**src/rtl/pblu_pkg.sv**
```systemverilog
// shared types and constants for the pump and burner thermostat lockout unit
`default_nettype none
package pblu_pkg;

    // command codes of an input beat
    localparam logic [1:0] CMD_TICK       = 2'd0;
    localparam logic [1:0] CMD_SET_PUMP   = 2'd1;
    localparam logic [1:0] CMD_SET_BURNER = 2'd2;

    // pump modes
    typedef enum logic [1:0] {
        PUMP_OFF   = 2'd0,
        PUMP_ON    = 2'd1,
        PUMP_TEMP  = 2'd2,
        PUMP_FLOAT = 2'd3
    } pump_mode_t;

    // configuration register indexes
    localparam int unsigned CFG_IDX_W = 3;
    localparam int unsigned CFG_DATA_W = 16;
    localparam logic [CFG_IDX_W-1:0] REG_MASH_TARGET  = 3'd0;
    localparam logic [CFG_IDX_W-1:0] REG_HLT_TARGET   = 3'd1;
    localparam logic [CFG_IDX_W-1:0] REG_PUMP_MODE    = 3'd2;
    localparam logic [CFG_IDX_W-1:0] REG_REMOTE_MODE  = 3'd3;
    localparam logic [CFG_IDX_W-1:0] REG_PUMP_TEMP_LO = 3'd4;
    localparam logic [CFG_IDX_W-1:0] REG_PUMP_FLT_LO  = 3'd5;
    localparam logic [CFG_IDX_W-1:0] REG_BURNER_LO    = 3'd6;

    // register reset values
    localparam logic signed [15:0] MASH_TARGET_RST    = 16'sd2400;
    localparam logic signed [15:0] HLT_TARGET_RST     = 16'sd2592;
    localparam logic [15:0]        PUMP_TEMP_LO_RST   = 16'd5000;
    localparam logic [15:0]        PUMP_FLOAT_LO_RST  = 16'd2000;
    localparam logic [15:0]        BURNER_LO_RST      = 16'd5000;

    // half a degree in sixteenths
    localparam logic signed [16:0] HALF_DEGREE = 17'sd8;

    typedef struct packed {
        logic [1:0]         command;
        logic               set_value;
        logic [31:0]        now_ms;
        logic signed [15:0] mash_temp;
        logic signed [15:0] hlt_temp;
        logic               mash_float;
        logic               hlt_float;
    } in_item_t;

    typedef struct packed {
        logic pump_on;
        logic burner_on;
        logic pump_changed;
        logic burner_changed;
    } out_item_t;

    typedef struct packed {
        logic signed [15:0] mash_target;
        logic signed [15:0] hlt_target;
        pump_mode_t         pump_mode;
        logic               remote_mode;
        logic [15:0]        pump_temp_lockout_ms;
        logic [15:0]        pump_float_lockout_ms;
        logic [15:0]        burner_lockout_ms;
    } cfg_t;

    typedef struct packed {
        logic        pump_on;
        logic        burner_on;
        logic [31:0] pump_time;
        logic [31:0] burner_time;
    } drive_state_t;

endpackage
`default_nettype wire

```
**src/rtl/pblu_decide.sv**
```systemverilog
// decision logic: next pump and burner state and the result beat for one item
`default_nettype none
module pblu_decide
    import pblu_pkg::*;
(
    input  in_item_t     item,
    input  cfg_t         cfg,
    input  drive_state_t cur,
    output drive_state_t nxt,
    output out_item_t    result
);

    logic [31:0]        pump_elapsed;
    logic [31:0]        burner_elapsed;
    logic signed [16:0] mash_thresh;
    logic signed [16:0] hlt_thresh;
    logic               mash_cold;
    logic               hlt_cold;
    logic               pump_want;
    logic [15:0]        pump_lockout;
    logic               pump_chg;
    logic               burner_chg;

    assign pump_elapsed   = item.now_ms - cur.pump_time;
    assign burner_elapsed = item.now_ms - cur.burner_time;

    // 17 bits so a target near the bottom of the range cannot wrap
    assign mash_thresh = $signed({cfg.mash_target[15], cfg.mash_target}) - HALF_DEGREE;
    assign hlt_thresh  = $signed({cfg.hlt_target[15], cfg.hlt_target}) - HALF_DEGREE;
    assign mash_cold   = $signed({item.mash_temp[15], item.mash_temp}) <= mash_thresh;
    assign hlt_cold    = $signed({item.hlt_temp[15], item.hlt_temp}) <= hlt_thresh;

    assign pump_want    = (cfg.pump_mode == PUMP_TEMP) ? mash_cold : !item.mash_float;
    assign pump_lockout = (cfg.pump_mode == PUMP_TEMP) ? cfg.pump_temp_lockout_ms
                                                       : cfg.pump_float_lockout_ms;

    always_comb begin
        nxt        = cur;
        pump_chg   = 1'b0;
        burner_chg = 1'b0;
        case (item.command)
            CMD_SET_PUMP: begin
                nxt.pump_on   = item.set_value;
                nxt.pump_time = item.now_ms;
                pump_chg      = 1'b1;
            end
            CMD_SET_BURNER: begin
                nxt.burner_on   = item.set_value;
                nxt.burner_time = item.now_ms;
                burner_chg      = 1'b1;
            end
            CMD_TICK: begin
                if (!cfg.remote_mode) begin
                    case (cfg.pump_mode)
                        PUMP_OFF: begin
                            pump_chg = cur.pump_on;
                        end
                        PUMP_ON: begin
                            pump_chg = !cur.pump_on;
                        end
                        PUMP_TEMP, PUMP_FLOAT: begin
                            if (pump_want) begin
                                pump_chg = !cur.pump_on
                                           && (pump_elapsed >= {16'd0, pump_lockout});
                            end else begin
                                pump_chg = cur.pump_on;
                            end
                        end
                        default: begin
                            pump_chg = 1'b0;
                        end
                    endcase
                end
                if (!item.hlt_float) begin
                    burner_chg = cur.burner_on;
                end else if (!cfg.remote_mode) begin
                    if (hlt_cold) begin
                        burner_chg = !cur.burner_on
                                     && (burner_elapsed > {16'd0, cfg.burner_lockout_ms});
                    end else begin
                        burner_chg = cur.burner_on;
                    end
                end
                // every automatic change is a toggle of the current drive
                if (pump_chg) begin
                    nxt.pump_on   = !cur.pump_on;
                    nxt.pump_time = item.now_ms;
                end
                if (burner_chg) begin
                    nxt.burner_on   = !cur.burner_on;
                    nxt.burner_time = item.now_ms;
                end
            end
            default: begin
                nxt = cur;
            end
        endcase
    end

    assign result.pump_on        = nxt.pump_on;
    assign result.burner_on      = nxt.burner_on;
    assign result.pump_changed   = pump_chg;
    assign result.burner_changed = burner_chg;

endmodule
`default_nettype wire

```
**src/rtl/pump_burner_thermostat_lockout_unit.sv**
```systemverilog
// top level of the pump and burner thermostat with restart lockout
// result path: the accepted input beat is held in the input register, and its
//   result is registered in the result register
// throughput: one beat per cycle unless m_ready stalls the result stage, set by a
//   single pass of the decision logic between the input register and the result register
// reset (aresetn low, synchronous): both stages empty, pump and burner off,
//   change times zero, configuration registers back to their defaults
`default_nettype none
module pump_burner_thermostat_lockout_unit
    import pblu_pkg::*;
(
    input  wire logic                  aclk,
    input  wire logic                  aresetn,
    // configuration write port
    input  wire logic                  cfg_we,
    input  wire logic [CFG_IDX_W-1:0]  cfg_index,
    input  wire logic [CFG_DATA_W-1:0] cfg_wdata,
    // input beats
    input  wire logic                  s_valid,
    output logic                       s_ready,
    input  wire in_item_t              s_data,
    // result beats
    output logic                       m_valid,
    input  wire logic                  m_ready,
    output out_item_t                  m_data
);

    // configuration registers
    cfg_t         cfg_reg;

    // pump and burner drive state with change time stamps
    drive_state_t state_reg;
    drive_state_t state_next;

    // input stage
    logic         in_valid_reg;
    in_item_t     in_item_reg;

    // result stage
    logic         out_valid_reg;
    out_item_t    out_item_reg;
    out_item_t    out_item_next;

    logic         out_free;
    logic         advance;

    // result register frees when empty or being taken this cycle
    assign out_free = !out_valid_reg || m_ready;
    // the item in the input stage is decided and moves on
    assign advance  = in_valid_reg && out_free;
    // input stage takes a beat when empty or draining into the result stage
    assign s_ready  = !in_valid_reg || out_free;

    // configuration writes, to be issued by the user only while the unit is idle; the block does not enforce it
    always_ff @(posedge aclk) begin
        if (!aresetn) begin
            cfg_reg.mash_target           <= MASH_TARGET_RST;
            cfg_reg.hlt_target            <= HLT_TARGET_RST;
            cfg_reg.pump_mode             <= PUMP_OFF;
            cfg_reg.remote_mode           <= 1'b0;
            cfg_reg.pump_temp_lockout_ms  <= PUMP_TEMP_LO_RST;
            cfg_reg.pump_float_lockout_ms <= PUMP_FLOAT_LO_RST;
            cfg_reg.burner_lockout_ms     <= BURNER_LO_RST;
        end else if (cfg_we) begin
            case (cfg_index)
                REG_MASH_TARGET:  cfg_reg.mash_target           <= $signed(cfg_wdata);
                REG_HLT_TARGET:   cfg_reg.hlt_target            <= $signed(cfg_wdata);
                REG_PUMP_MODE:    cfg_reg.pump_mode             <= pump_mode_t'(cfg_wdata[1:0]);
                REG_REMOTE_MODE:  cfg_reg.remote_mode           <= cfg_wdata[0];
                REG_PUMP_TEMP_LO: cfg_reg.pump_temp_lockout_ms  <= cfg_wdata;
                REG_PUMP_FLT_LO:  cfg_reg.pump_float_lockout_ms <= cfg_wdata;
                REG_BURNER_LO:    cfg_reg.burner_lockout_ms     <= cfg_wdata;
                default: begin
                    // index past the register list: write dropped
                end
            endcase
        end
    end

    // input stage register
    always_ff @(posedge aclk) begin
        if (!aresetn) begin
            in_valid_reg <= 1'b0;
        end else if (s_ready) begin
            in_valid_reg <= s_valid;
        end
    end

    always_ff @(posedge aclk) begin
        if (s_ready && s_valid) begin
            in_item_reg <= s_data;
        end
    end

    // thermostat and lockout decision for the item in the input stage
    pblu_decide u_decide (
        .item   (in_item_reg),
        .cfg    (cfg_reg),
        .cur    (state_reg),
        .nxt    (state_next),
        .result (out_item_next)
    );

    // drive state moves only when the item leaves the input stage
    always_ff @(posedge aclk) begin
        if (!aresetn) begin
            state_reg <= '0;
        end else if (advance) begin
            state_reg <= state_next;
        end
    end

    // result stage register
    always_ff @(posedge aclk) begin
        if (!aresetn) begin
            out_valid_reg <= 1'b0;
        end else if (out_free) begin
            out_valid_reg <= in_valid_reg;
        end
    end

    always_ff @(posedge aclk) begin
        if (advance) begin
            out_item_reg <= out_item_next;
        end
    end

    assign m_valid = out_valid_reg;
    assign m_data  = out_item_reg;

endmodule
`default_nettype wire

```
**config.mk**
```make
export PLATFORM = sky130hd
export DESIGN_NAME = pump_burner_thermostat_lockout_unit
export DESIGN_NICKNAME = d
export VERILOG_FILES = /design/src/rtl/pblu_pkg.sv /design/src/rtl/pblu_decide.sv /design/src/rtl/pump_burner_thermostat_lockout_unit.sv
export SDC_FILE = /design/constraint.sdc
export NUM_CORES = 1
export LEC_CHECK = 0
export ABC_AREA = 1
export BUFFER_PORTS_ARGS = -buffer_cell sky130_fd_sc_hd__buf_2
export CAP_MARGIN = 20
export CORE_MARGIN = 3
export CORE_UTILIZATION = 56
export CTS_BUF_LIST = sky130_fd_sc_hd__clkbuf_16
export DETAILED_ROUTE_END_ITERATION = 8
export PLACE_DENSITY = 0.75
export SYNTH_ARGS = -nofsm -noshare
export SYNTH_HDL_FRONTEND = slang
export SYNTH_SLANG_ARGS = --single-unit
```
**constraint.sdc**
```tcl
create_clock -name aclk -period 3.9 [get_ports aclk]
set_input_delay 0.195 -clock aclk [delete_from_list [all_inputs] [get_ports aclk]]
set_output_delay 0.195 -clock aclk [all_outputs]
set_load 0.01 [all_outputs]
```
* Word level (Yosys, flattened, before mapping)
Cells that the tools add are included.
** Cells by class
- Eq/ne operators :: 13
- Add/sub/neg operators :: 4
- Order comparisons :: 4
- Multiplexer cells :: 20
- Reduce and logical (&&, ||, !) cells :: 26
** Operators with widths (count)
- $pmux 32 s2 :: 2
- $mux 32 :: 2
- $sub 32x32->32 :: 2
- $le 16x17->1 :: 2
- $sub 16x5->17 const B :: 2
- $ge 32x16->1 :: 1
- $gt 32x16->1 :: 1
- $mux 16 :: 1
- $reduce_and 2->1 :: 7
- $mux 1 :: 10
- $eq 3x3->1 const B :: 3
- $pmux 1 s2 :: 4
- $eq 2x2->1 const B :: 3
- $eq 3x2->1 const B :: 2
- $reduce_and 3->1 :: 2
- $logic_not 1->1 :: 5
- $eq 2x1->1 const B :: 2
- $logic_and 1x1->1 :: 4
- $logic_not 2->1 :: 2
- $reduce_bool 2->1 :: 2
- $eq 3x1->1 const B :: 1
- $logic_not 3->1 :: 1
- $pmux 1 s3 :: 1
- $logic_or 1x1->1 :: 2
- 3 further kinds :: 3
** Word-level totals
- Input port bits :: 93
- Register bits :: 224
- Output and inout bits :: 6
- Logic and storage cells :: 91

* Longest topological paths before layout
Gate-level depths: netlist of run 1.
- Depth in word-level cells :: 10
- Gate-level depth with buffers :: 35
- Gate-level depth less buffers :: 35

* Hierarchy
A second synthesis of run 1 with hierarchy kept.
** Second synthesis, totals
- Cell total of the unflattened synthesis :: 2679
- Area, all modules :: 17329.1 sq um
** By module, submodules not included
- pblu_decide :: cells an instance 1774, instances 1, sequential area each 0.0 sq um, area each 9113.7 sq um
- pump_burner_thermostat_lockout_unit :: cells an instance 905, instances 1, sequential area each 5215.0 sq um, area each 8215.4 sq um

* Worst setup path after synthesis of run 1
OpenSTA, ideal clock, no wires.
- Kind :: register to register
- From :: register in_item_reg[34] (netlist bit)
- To :: register state_reg[10] (netlist bit)
- Path buffers :: 1
- Data arrival time :: 3.409 ns
- Cell stages (with the launch flop) :: 33
- Period minus slack after synthesis :: 3.523 ns
- Library setup time :: 0.114 ns
- Path slack :: 0.377 ns
- Data required time :: 3.786 ns
- Path through :: edfxtp_1 > inv_1 > ha_1 > inv_1 > fa_1 > nand2_1 > nand2_1 > nand3_1 > nand2_1 > nand2_1 > nand2_1 > xor2_1 > ha_1 > nand2_1 > nor2_1 > nand2_1 > nor3_1 > nor2_1 > nor2_1 > nand2_1 > nor2_1 > nand2_1 > nor2_1 > nand2_1 > nand2_1 > nand2_1 > nand2_2 > nand3_2 > nand2_4 > inv_2 > buf_6 > nor2_2 > nor2_1
** On the way
- Word-level cells in the longest chain between the ends :: 9
** RTL lines
- from (decl) :: line pump_burner_thermostat_lockout_unit.sv:37 : in_item_t in_item_reg;
- from (signal assigned) :: line pump_burner_thermostat_lockout_unit.sv:91 : in_item_reg <= s_data;
- $sub 32x32->32 :: line pblu_decide.sv:25 : assign burner_elapsed = item.now_ms - cur.burner_time;
- $gt 32x16->1 :: line pblu_decide.sv:79 : && (burner_elapsed > {16'd0, cfg.burner_lockout_ms});
- $logic_and 1x1->1 :: line pblu_decide.sv:79
- $mux 1 :: line pblu_decide.sv:77 : if (hlt_cold) begin
- $mux 1 :: line pblu_decide.sv:76 : end else if (!cfg.remote_mode) begin
- $mux 1 :: line pblu_decide.sv:74 : if (!item.hlt_float) begin
- $mux 1 :: line pblu_decide.sv:41 : case (item.command)
- $ne 2x1->1 (no source line)
- $reduce_and 3->1 (no source line)
- to (signal assigned) :: line pump_burner_thermostat_lockout_unit.sv:109 : state_reg <= state_next;
- to (decl) :: line pump_burner_thermostat_lockout_unit.sv:32 : drive_state_t state_reg;
Every way passes these cells. The select of a mux whose other input is x is not followed.
A chain may end at the register's enable or synchronous reset.

* Final worst setup path of run 1
- From :: register in_item_reg[42] (netlist bit)
- To :: register state_reg[35] (netlist bit)
** On the way
- Word-level cells in the longest chain between the ends :: 9
** RTL lines
- $sub 32x32->32 :: line pblu_decide.sv:24 : assign pump_elapsed = item.now_ms - cur.pump_time;
- $ge 32x16->1 :: line pblu_decide.sv:64 : && (pump_elapsed >= {16'd0, pump_lockout});
- $logic_and 1x1->1 :: line pblu_decide.sv:64
- $mux 1 :: line pblu_decide.sv:62 : if (pump_want) begin
- $pmux 1 s3 :: line pblu_decide.sv:54 : case (cfg.pump_mode)
- $mux 1 :: line pblu_decide.sv:53 : if (!cfg.remote_mode) begin
- $mux 1 :: line pblu_decide.sv:41
- $ne 2x2->1 (no source line)
- $reduce_and 3->1 (no source line)
Every way passes these cells. The select of a mux whose other input is x is not followed.

==> results of run 1 <==
-- area by class of cell --
cell class	count	area, µm²
Tap cell	335	419.2
Fill cell	1997	6935
Inverter	373	1408
Clock buffer	30	750.7
Sequential cell	224	5219
Clock inverter	18	143.9
Timing Repair Buffer	276	2253
Multi-Input combinational cell	1558	9151
-- worst max-delay path by stage --
| stage | end | slack, ns |
|---|---|---|
| after floorplan | state_reg[10]$_SDFFE_PN0P_ | 0.38 |
| after global placement | state_reg[30]$_SDFFE_PN0P_ | 0.09 |
| after detailed placement | state_reg[22]$_SDFFE_PN0P_ | -0.009 |
| after CTS | state_reg[34]$_SDFFE_PN0P_ | -0.006 |
| after global routing | state_reg[35]$_SDFFE_PN0P_ | -0.32 |
| final | state_reg[35]$_SDFFE_PN0P_ | -0.06 |
-- synth_stat cells (all sizes together) (6+ instances only) --
cell and number:
nand3 119, clkbuf 32, xnor2 11, mux2i 15, xor2 41, a21oi 127
o21ai 74, nand2 639, buf 13, nor2 288, dfxtp 151, ha 130
edfxtp 73, nand3b 6, nor3 22, o211ai 8, inv 372, o21bai 40
nand4 16
-- worst register-to-register path: cells and delay by family, from the launching register on --
family	cells	cell delay, ns
flops	1	0.47
fa+ha+maj	2	0.55
xor+xnor	1	0.19
compound gates	3	0.41
simple gates	18	1.64
buf+inv	5	0.64
-- metrics by stage --
| stage | instances | setup WS, ns | TNS, ns | hold slack, ns |
|---|---|---|---|---|
| 2_1_floorplan | 2200 | 0.3767 | 0 | 0.2939 |
| 3_3_place_gp | 2650 | 0.08568 | 0 | 0.3709 |
| 3_5_place_dp | 2650 | -0.009057 | -0.009057 | 0.3731 |
| 4_1_cts | 2784 | -0.006295 | -0.006295 | 0.003226 |
| 5_1_grt | 2814 | -0.3166 | -18.32 | 0.03582 |
| 6_report | 2814 | -0.06243 | -1.094 | 0.02401 |
-- routing by layer --
metal  vias up  wire length, µm  track usage, %
li1       7452                -               -
met1      7005            19860           40.32
met2       652            22240           49.58
met3       125             3507           4.088
met4         0             1734           9.489
met5         -                0               0
-- logic make-up (layout without fill, tap and decap cells) --
family | after synthesis | count (layout) | synth area share [%]
AOI/OAI and AO/OA | 260 | 260 | 9.625
xor gates and xnor gates | 52 | 52 | 3.023
muxes | 15 | 15 | 0.9965
and+or+nand+nor | 1099 | 1099 | 29.80
DFF | 224 | 224 | 34.61
adders and majority gates | 132 | 132 | 11.06
buffers and inverters | 418 | 697 | 10.88
-- power groups by stage --
| stage | clock [µW] | sequential, µW | combinational (µW) |
|---|---|---|---|
| 6_report | 2510 | 2600 | 1660 |
| 5_1_grt | 2630 | 2610 | 1840 |
| 4_1_cts | 2520 | 2580 | 1420 |
| 3_5_place_dp | 0 | 2630 | 1340 |
| 3_3_place_gp | 0 | 2630 | 1310 |
| 2_1_floorplan | 0 | 2620 | 926 |
-- repair_timing --
| item | in CTS | in global routing |
|---|---|---|
| pin swaps | 0 | 57 |
| setup endpoints to repair | 38 | 70 |
| buffers inserted | 0 | 21 |
| gates cloned | 0 | 9 |
| endpoints found under the hold margin | 112 | 0 |
| resized for setup | 9 | 215 |
| hold buffers | 86 | 0 |
==> metrics.md, run 1 <==
| Metric | Value |
|---|---|
| Result of the run | finished, violations left |
| Failing checks | negative setup slack |
| Number of remaining DRC errors | 0 |
| Register area share after synthesis | 34.61% |
| Length in cells of the worst reg-to-reg path | 29 |
| Number of top-level pins | 99 |
| Final wirelength | 47340 µm |
| Maximum clock insertion buffer count | 3 |
| CTS buffer count | 26 |
| Full die area | 0.02891 mm² |
| Worst-Skew Late Latency | 0.55 ns |
| Hold violation count in the final report | 0 |
| Commonest non-fill, non-tap cell in the layout | sky130_fd_sc_hd__nand2_1 |
| Fraction of layout cells with a size suffix above 1 | 17.51% |
| Die W | 170.0 µm |
| Util after Layout | 73.61% |
| Total standard cell area after synthesis | 0.01507 mm² |
| Worst Tran Pin Value | 0.9656 ns |
| Clk root buf | sky130_fd_sc_hd__clkbuf_16 |
| Antenna violations before repair | 0 |
| Switching share of power | 31.16% |
| Type of destination of the critical path | register |
| Register-to-register setup slack | -0.06 ns |
| Diodes inserted | 0 |
| Static leakage power | 0.009209 µW |
| Max stage delay cell, worst path | sky130_fd_sc_hd__edfxtp_1 |
| Largest fanout on the critical path | 8 |
| Detailed Routing Iterations Pass 1 | 6 |
| Worst Hold Class | primary input to register |
| Warnings from Yosys | 0 |
| Count of cell types in the netlist | 41 |
| Endpoint arrival time on the critical path | 4.44 ns |
| Critical register-to-register path endpoint | state_reg[35]$_SDFFE_PN0P_ |
| Leading post-synthesis cells by cell area | sky130_fd_sc_hd__dfxtp_1 20%, sky130_fd_sc_hd__nand2_1 16%, sky130_fd_sc_hd__edfxtp_1 15% |
| GR Util All Layers | 29.78% |
| Reg-to-Reg Start | in_item_reg[42]$_DFFE_PP_ |
| Count of input and output buffers | 98 |
| CTS tree | done |
| Worst path depth | 29 |
| Layout overhead on the synthesized area | 28.39% |
| Launch point of the worst path | in_item_reg[42]$_DFFE_PP_ |
| Vertical die dimension | 170.0 µm |
| Clock-pin slew on the worst setup and hold paths | 0.06 ns |
| Clk pwr share | 37.1% |
| Net count of the mapped netlist | 2425 |
| Crit path setup slack, layout | -0.06243 ns |
| Clk_skew | 0.01783 ns |
| Top Family by Delay on Critical Path | simple AND/OR/NAND/NOR gates |
| Global route total overflow | 0 |
| Critical path class | register to register |
| Power spent charging and discharging nets | 2109 µW |
| Total number of placement rows | 59 |
| Share of power burned in combinational logic | 24.5% |
| Startpoint types | register |
| Max Fclk | 0.2524 GHz |
| WL per Instance | 16.82 µm |
| Standard cell core area | 0.02628 mm² |
| Number of sinks handled by clock tree synthesis | 224 |
| Post-synth EDFFs | 73 |
| Post-DR vias/cell | 5.414 |
| HPWL reported at the end of detailed placement | 31360 µm |
| Flop and latch count out of synthesis | 224 |
| Power density of the placed cells | 349.8 mW/mm² |
| Most used cells in the layout excluding fill and tap cells | 585 x sky130_fd_sc_hd__nand2_1, 366 x sky130_fd_sc_hd__inv_1, 234 x sky130_fd_sc_hd__nor2_1 |
| Max-cap violations | 0 |
| Relative slew margins | 35.39% |
| CP dominant cell by count | sky130_fd_sc_hd__nand2_1 |
| Final setup fails | 44 |
| Post-synth ARST share | 0% |
| Commonest register cell after synthesis | sky130_fd_sc_hd__dfxtp_1 |
| Instance count along the most critical hold path | 3 |
| Min-delay src | cfg_wdata[15] |
| Final Slew Violations | 0 |
| Unrepaired setup endpoints after global routing | true |
| Starting density of the core | 57.33% |
| Pin count of the biggest net entering global routing | 86 |
| Number of global-route vias before repair | 14070 |
| Placed Area | 0.01625 mm² |
| Cell area after layout | 0.01934 mm² |
| Mean area per synthesized cell | 6.849 µm² |
| Crit path required time | 4.38 ns |
| Wire length of the first global-routing pass | 70060 µm |
| Period utilisation layout | 101.6% |
| Portion of total power attributed to sequential cells | 38.4% |
| Routability Congestion | 0.9727 |
| Max H-tree Level | 1 |
| Minimum period implied by the final worst setup slack | 3.962 ns |
| Number of buffer and inverter stages on the critical path | 5 |
| Post-synthesis cell type with the largest combined area | sky130_fd_sc_hd__dfxtp_1 |
| Worst IR drop on VDD | 0.5091 mV |
| Largest stage delay on the critical path | 0.47 ns |
| Endpoint of the worst hold-timing path | cfg_reg[31]$_SDFFE_PN0P_ |
| Pint | 4658 µW |
| Residual antenna-violating net count after detailed routing | 0 |
| Vias after detailed routing | 15230 |
| Total Power | 6767 µW |
| Number of nets in the finished design | 2684 |
| Max reg flops | 83 |
| Cells after Synth | 2200 |
| Number of violations reported at the end of detailed-routing iteration 0 | 1479 |
| Proportion of netlist area held by the largest area contributor | 20.06% |
Power figures use the tool's default switching activity.
==> inputs of run 2 (changes only) <==
- HOLD_SLACK_MARGIN: default -> 0.1
==> run 2 against run 1 <==
The flow still finishes with violations (negative setup slack). Clock power is essentially flat. Final area increased by 0.26%. Via count increased by 0.53%. Critical path type unchanged.
==> metrics.md, run 2 (synthesized netlist as in run 1, its figures left out) <==
| Metric | Value |
|---|---|
| Reg-to-Reg Start | state_reg[0]$_SDFFE_PN0P_ (was in_item_reg[42]$_DFFE_PP_) |
| Clock-pin slew on the worst setup and hold paths | 0.07 ns (was 0.06 ns) |
| Pin count of the biggest net entering global routing | 86 (unchanged) |
| Worst-case hold slack | 0.1390 ns (was 0.02401 ns) |
| Maximum clock insertion buffer count | 3 (unchanged) |
| Clk_skew | 0.01549 ns (was 0.01783 ns) |
| Number of top-level pins | 99 (unchanged) |
| Final wirelength | 47500 µm (was 47340 µm) |
| CP dominant cell by count | sky130_fd_sc_hd__nand2_2 (was sky130_fd_sc_hd__nand2_1) |
| Crit path required time | 4.33 ns (was 4.38 ns) |
| HPWL reported at the end of detailed placement | 31360 µm (unchanged) |
| Number of nets in the finished design | 2688 (was 2684) |
| Starting density of the core | 57.33% (unchanged) |
| Wire length of the first global-routing pass | 70060 µm (unchanged) |
| Commonest non-fill, non-tap cell in the layout | sky130_fd_sc_hd__nand2_1 (unchanged) |
| Largest stage delay on the critical path | 0.48 ns (was 0.47 ns) |
| Global route total overflow | 0 (unchanged) |
| Worst-Skew Late Latency | 0.55 ns (about the same) |
| Detailed Routing Iterations Pass 1 | 5 (was 6) |
| GR Util All Layers | 29.78% (about the same) |
| CTS buffer count | 26 (unchanged) |
| Top Family by Delay on Critical Path | simple AND/OR/NAND/NOR gates (unchanged) |
| Vertical die dimension | 170.0 µm (unchanged) |
| WL per Instance | 16.85 µm (was 16.82 µm) |
| Diodes inserted | 0 (unchanged) |
| Relative slew margins | 32.90% (was 35.39%) |
| Number of global-route vias before repair | 14090 (was 14070) |
| Full die area | 0.02891 mm² (unchanged) |
| Post-DR vias/cell | 5.434 (was 5.414) |
| Number of sinks handled by clock tree synthesis | 224 (unchanged) |
| Type of destination of the critical path | register (unchanged) |
| Max-cap violations | 0 (unchanged) |
| Vias after detailed routing | 15310 (was 15230) |
| Place WS | -0.009057 ns (unchanged) |
| Worst Tran Pin Value | 1.003 ns (was 0.9656 ns) |
| Residual antenna-violating net count after detailed routing | 0 (unchanged) |
| Filler cell count | 1989 (was 1997) |
| Total number of placement rows | 59 (unchanged) |
| Fraction of layout cells with a size suffix above 1 | 17.56% (was 17.51%) |
| Max H-tree Level | 1 (unchanged) |
| Number of violations reported at the end of detailed-routing iteration 0 | 1418 (was 1479) |
| Antenna violations before repair | 0 (unchanged) |
| Unrepaired setup endpoints after global routing | true (unchanged) |
| CTS tree | done (unchanged) |
| Max Fclk | 0.2516 GHz (was 0.2524 GHz) |
| Final Slew Violations | 0 (unchanged) |
| Crit path setup slack, layout | -0.07400 ns (was -0.06243 ns) |
| Static leakage power | 0.009232 µW (was 0.009209 µW) |
| Die W | 170.0 µm (unchanged) |
| Result of the run | finished, violations left (unchanged) |
| Number of buffer and inverter stages on the critical path | 4 (was 5) |
| Standard cell core area | 0.02628 mm² (unchanged) |
| Minimum period implied by the final worst setup slack | 3.974 ns (was 3.962 ns) |
| Worst Hold Class | primary input to register (unchanged) |
| Number of remaining DRC errors | 0 (unchanged) |
| Clk root buf | sky130_fd_sc_hd__clkbuf_16 (unchanged) |
| Max stage delay cell, worst path | sky130_fd_sc_hd__dfxtp_1 (was sky130_fd_sc_hd__edfxtp_1) |
| Largest fanout on the critical path | 8 (unchanged) |
| Count of input and output buffers | 98 (unchanged) |
| Layout overhead on the synthesized area | 28.72% (was 28.39%) |
| Most used cells in the layout excluding fill and tap cells | 585 x sky130_fd_sc_hd__nand2_1, 366 x sky130_fd_sc_hd__inv_1, 234 x sky130_fd_sc_hd__nor2_1 (unchanged) |
| Period utilisation layout | 101.9% (was 101.6%) |
| Hold violation count in the final report | 0 (unchanged) |
| Min-delay src | cfg_index[2] (was cfg_wdata[15]) |
| Worst IR drop on VDD | 0.5083 mV (was 0.5091 mV) |
| Power density of the placed cells | 349.8 mW/mm² (about the same) |
| Launch point of the worst path | state_reg[0]$_SDFFE_PN0P_ (was in_item_reg[42]$_DFFE_PP_) |
| Critical path class | register to register (unchanged) |
| Routability Congestion | 0.9727 (unchanged) |
| Startpoint types | register (unchanged) |
| Final setup fails | 49 (was 44) |
| Max reg flops | 83 (unchanged) |
| Failing checks | negative setup slack (unchanged) |
| Endpoint arrival time on the critical path | 4.40 ns (was 4.44 ns) |
run 2: cell type report:
class / instances / area [µm²] / area share, %
Multi-Input combinational cell: 1558 / 9161 / 47.24
Sequential cell: 224 / 5219 / 26.91
Clock inverter: 18 / 143.9 / 0.7419
Timing Repair Buffer: 280 / 2293 / 11.83
Tap cell: 335 / 419.2 / 2.161
Clock buffer: 30 / 750.7 / 3.871
Inverter: 373 / 1408 / 7.258
run 2: worst register-to-register path: cells and delay by family (launching register included):
kind	cells	cell delay (ns)
and+or+nand+nor	25	1.96
adders and majority gates	3	0.84
DFF	1	0.48
buffers and inverters	4	0.42
xor gates and xnor gates	1	0.14
run 2: where the power goes:
part           internal [µW]  switching, µW  leakage (µW)
clock network           1460           1060      0.000462
registers               2520           82.7       0.00194
logic                    687            977       0.00683
run 2: path summary, 6_finish.rpt:
| kind | slack, ns | cells after the start | to |
|---|---|---|---|
| setup / recovery | -0.07 | 33 | state_reg[25]$_SDFFE_PN0P_ |
| hold / removal | 0.14 | 6 | cfg_reg[50]$_SDFFE_PN0P_ |
| hold reg to reg | 0.46 | 2 | cfg_reg[41]$_SDFFE_PN1P_ |
| setup reg to reg | -0.07 | 33 | state_reg[25]$_SDFFE_PN0P_ |
run 2: what timing repair did:
| item | CTS | global route |
|---|---|---|
| resized for setup | 9 | 217 |
| hold buffers | 90 | 0 |
| pin swaps | 0 | 58 |
| setup buffers | 0 | 21 |
| endpoints found under the hold margin | 153 | 0 |
| gates cloned | 0 | 9 |
| setup endpoints to repair | 38 | 70 |
run 2: through the flow:
step	total power (µW)	cell area, µm²	instances	util (%)	setup TNS, ns
finish	6784	19390	2818	73.80	-0.8342
detailed placement	3973	16250	2650	61.85	-0.009057
CTS	6526	18080	2788	68.81	-0.006295
floorplan	3543	15070	2200	-	0
global route	7085	19390	2818	73.80	-18.31
global placement	3938	16250	2650	61.85	0
run 2: layer usage:
metal | up-vias | GRT usage [%] | routed length [µm]
met5 | - | 0 | 0
met4 | 0 | 9.594 | 1773
met3 | 119 | 4.019 | 3352
met2 | 639 | 49.55 | 22220
met1 | 7096 | 40.37 | 20150
li1 | 7460 | - | -
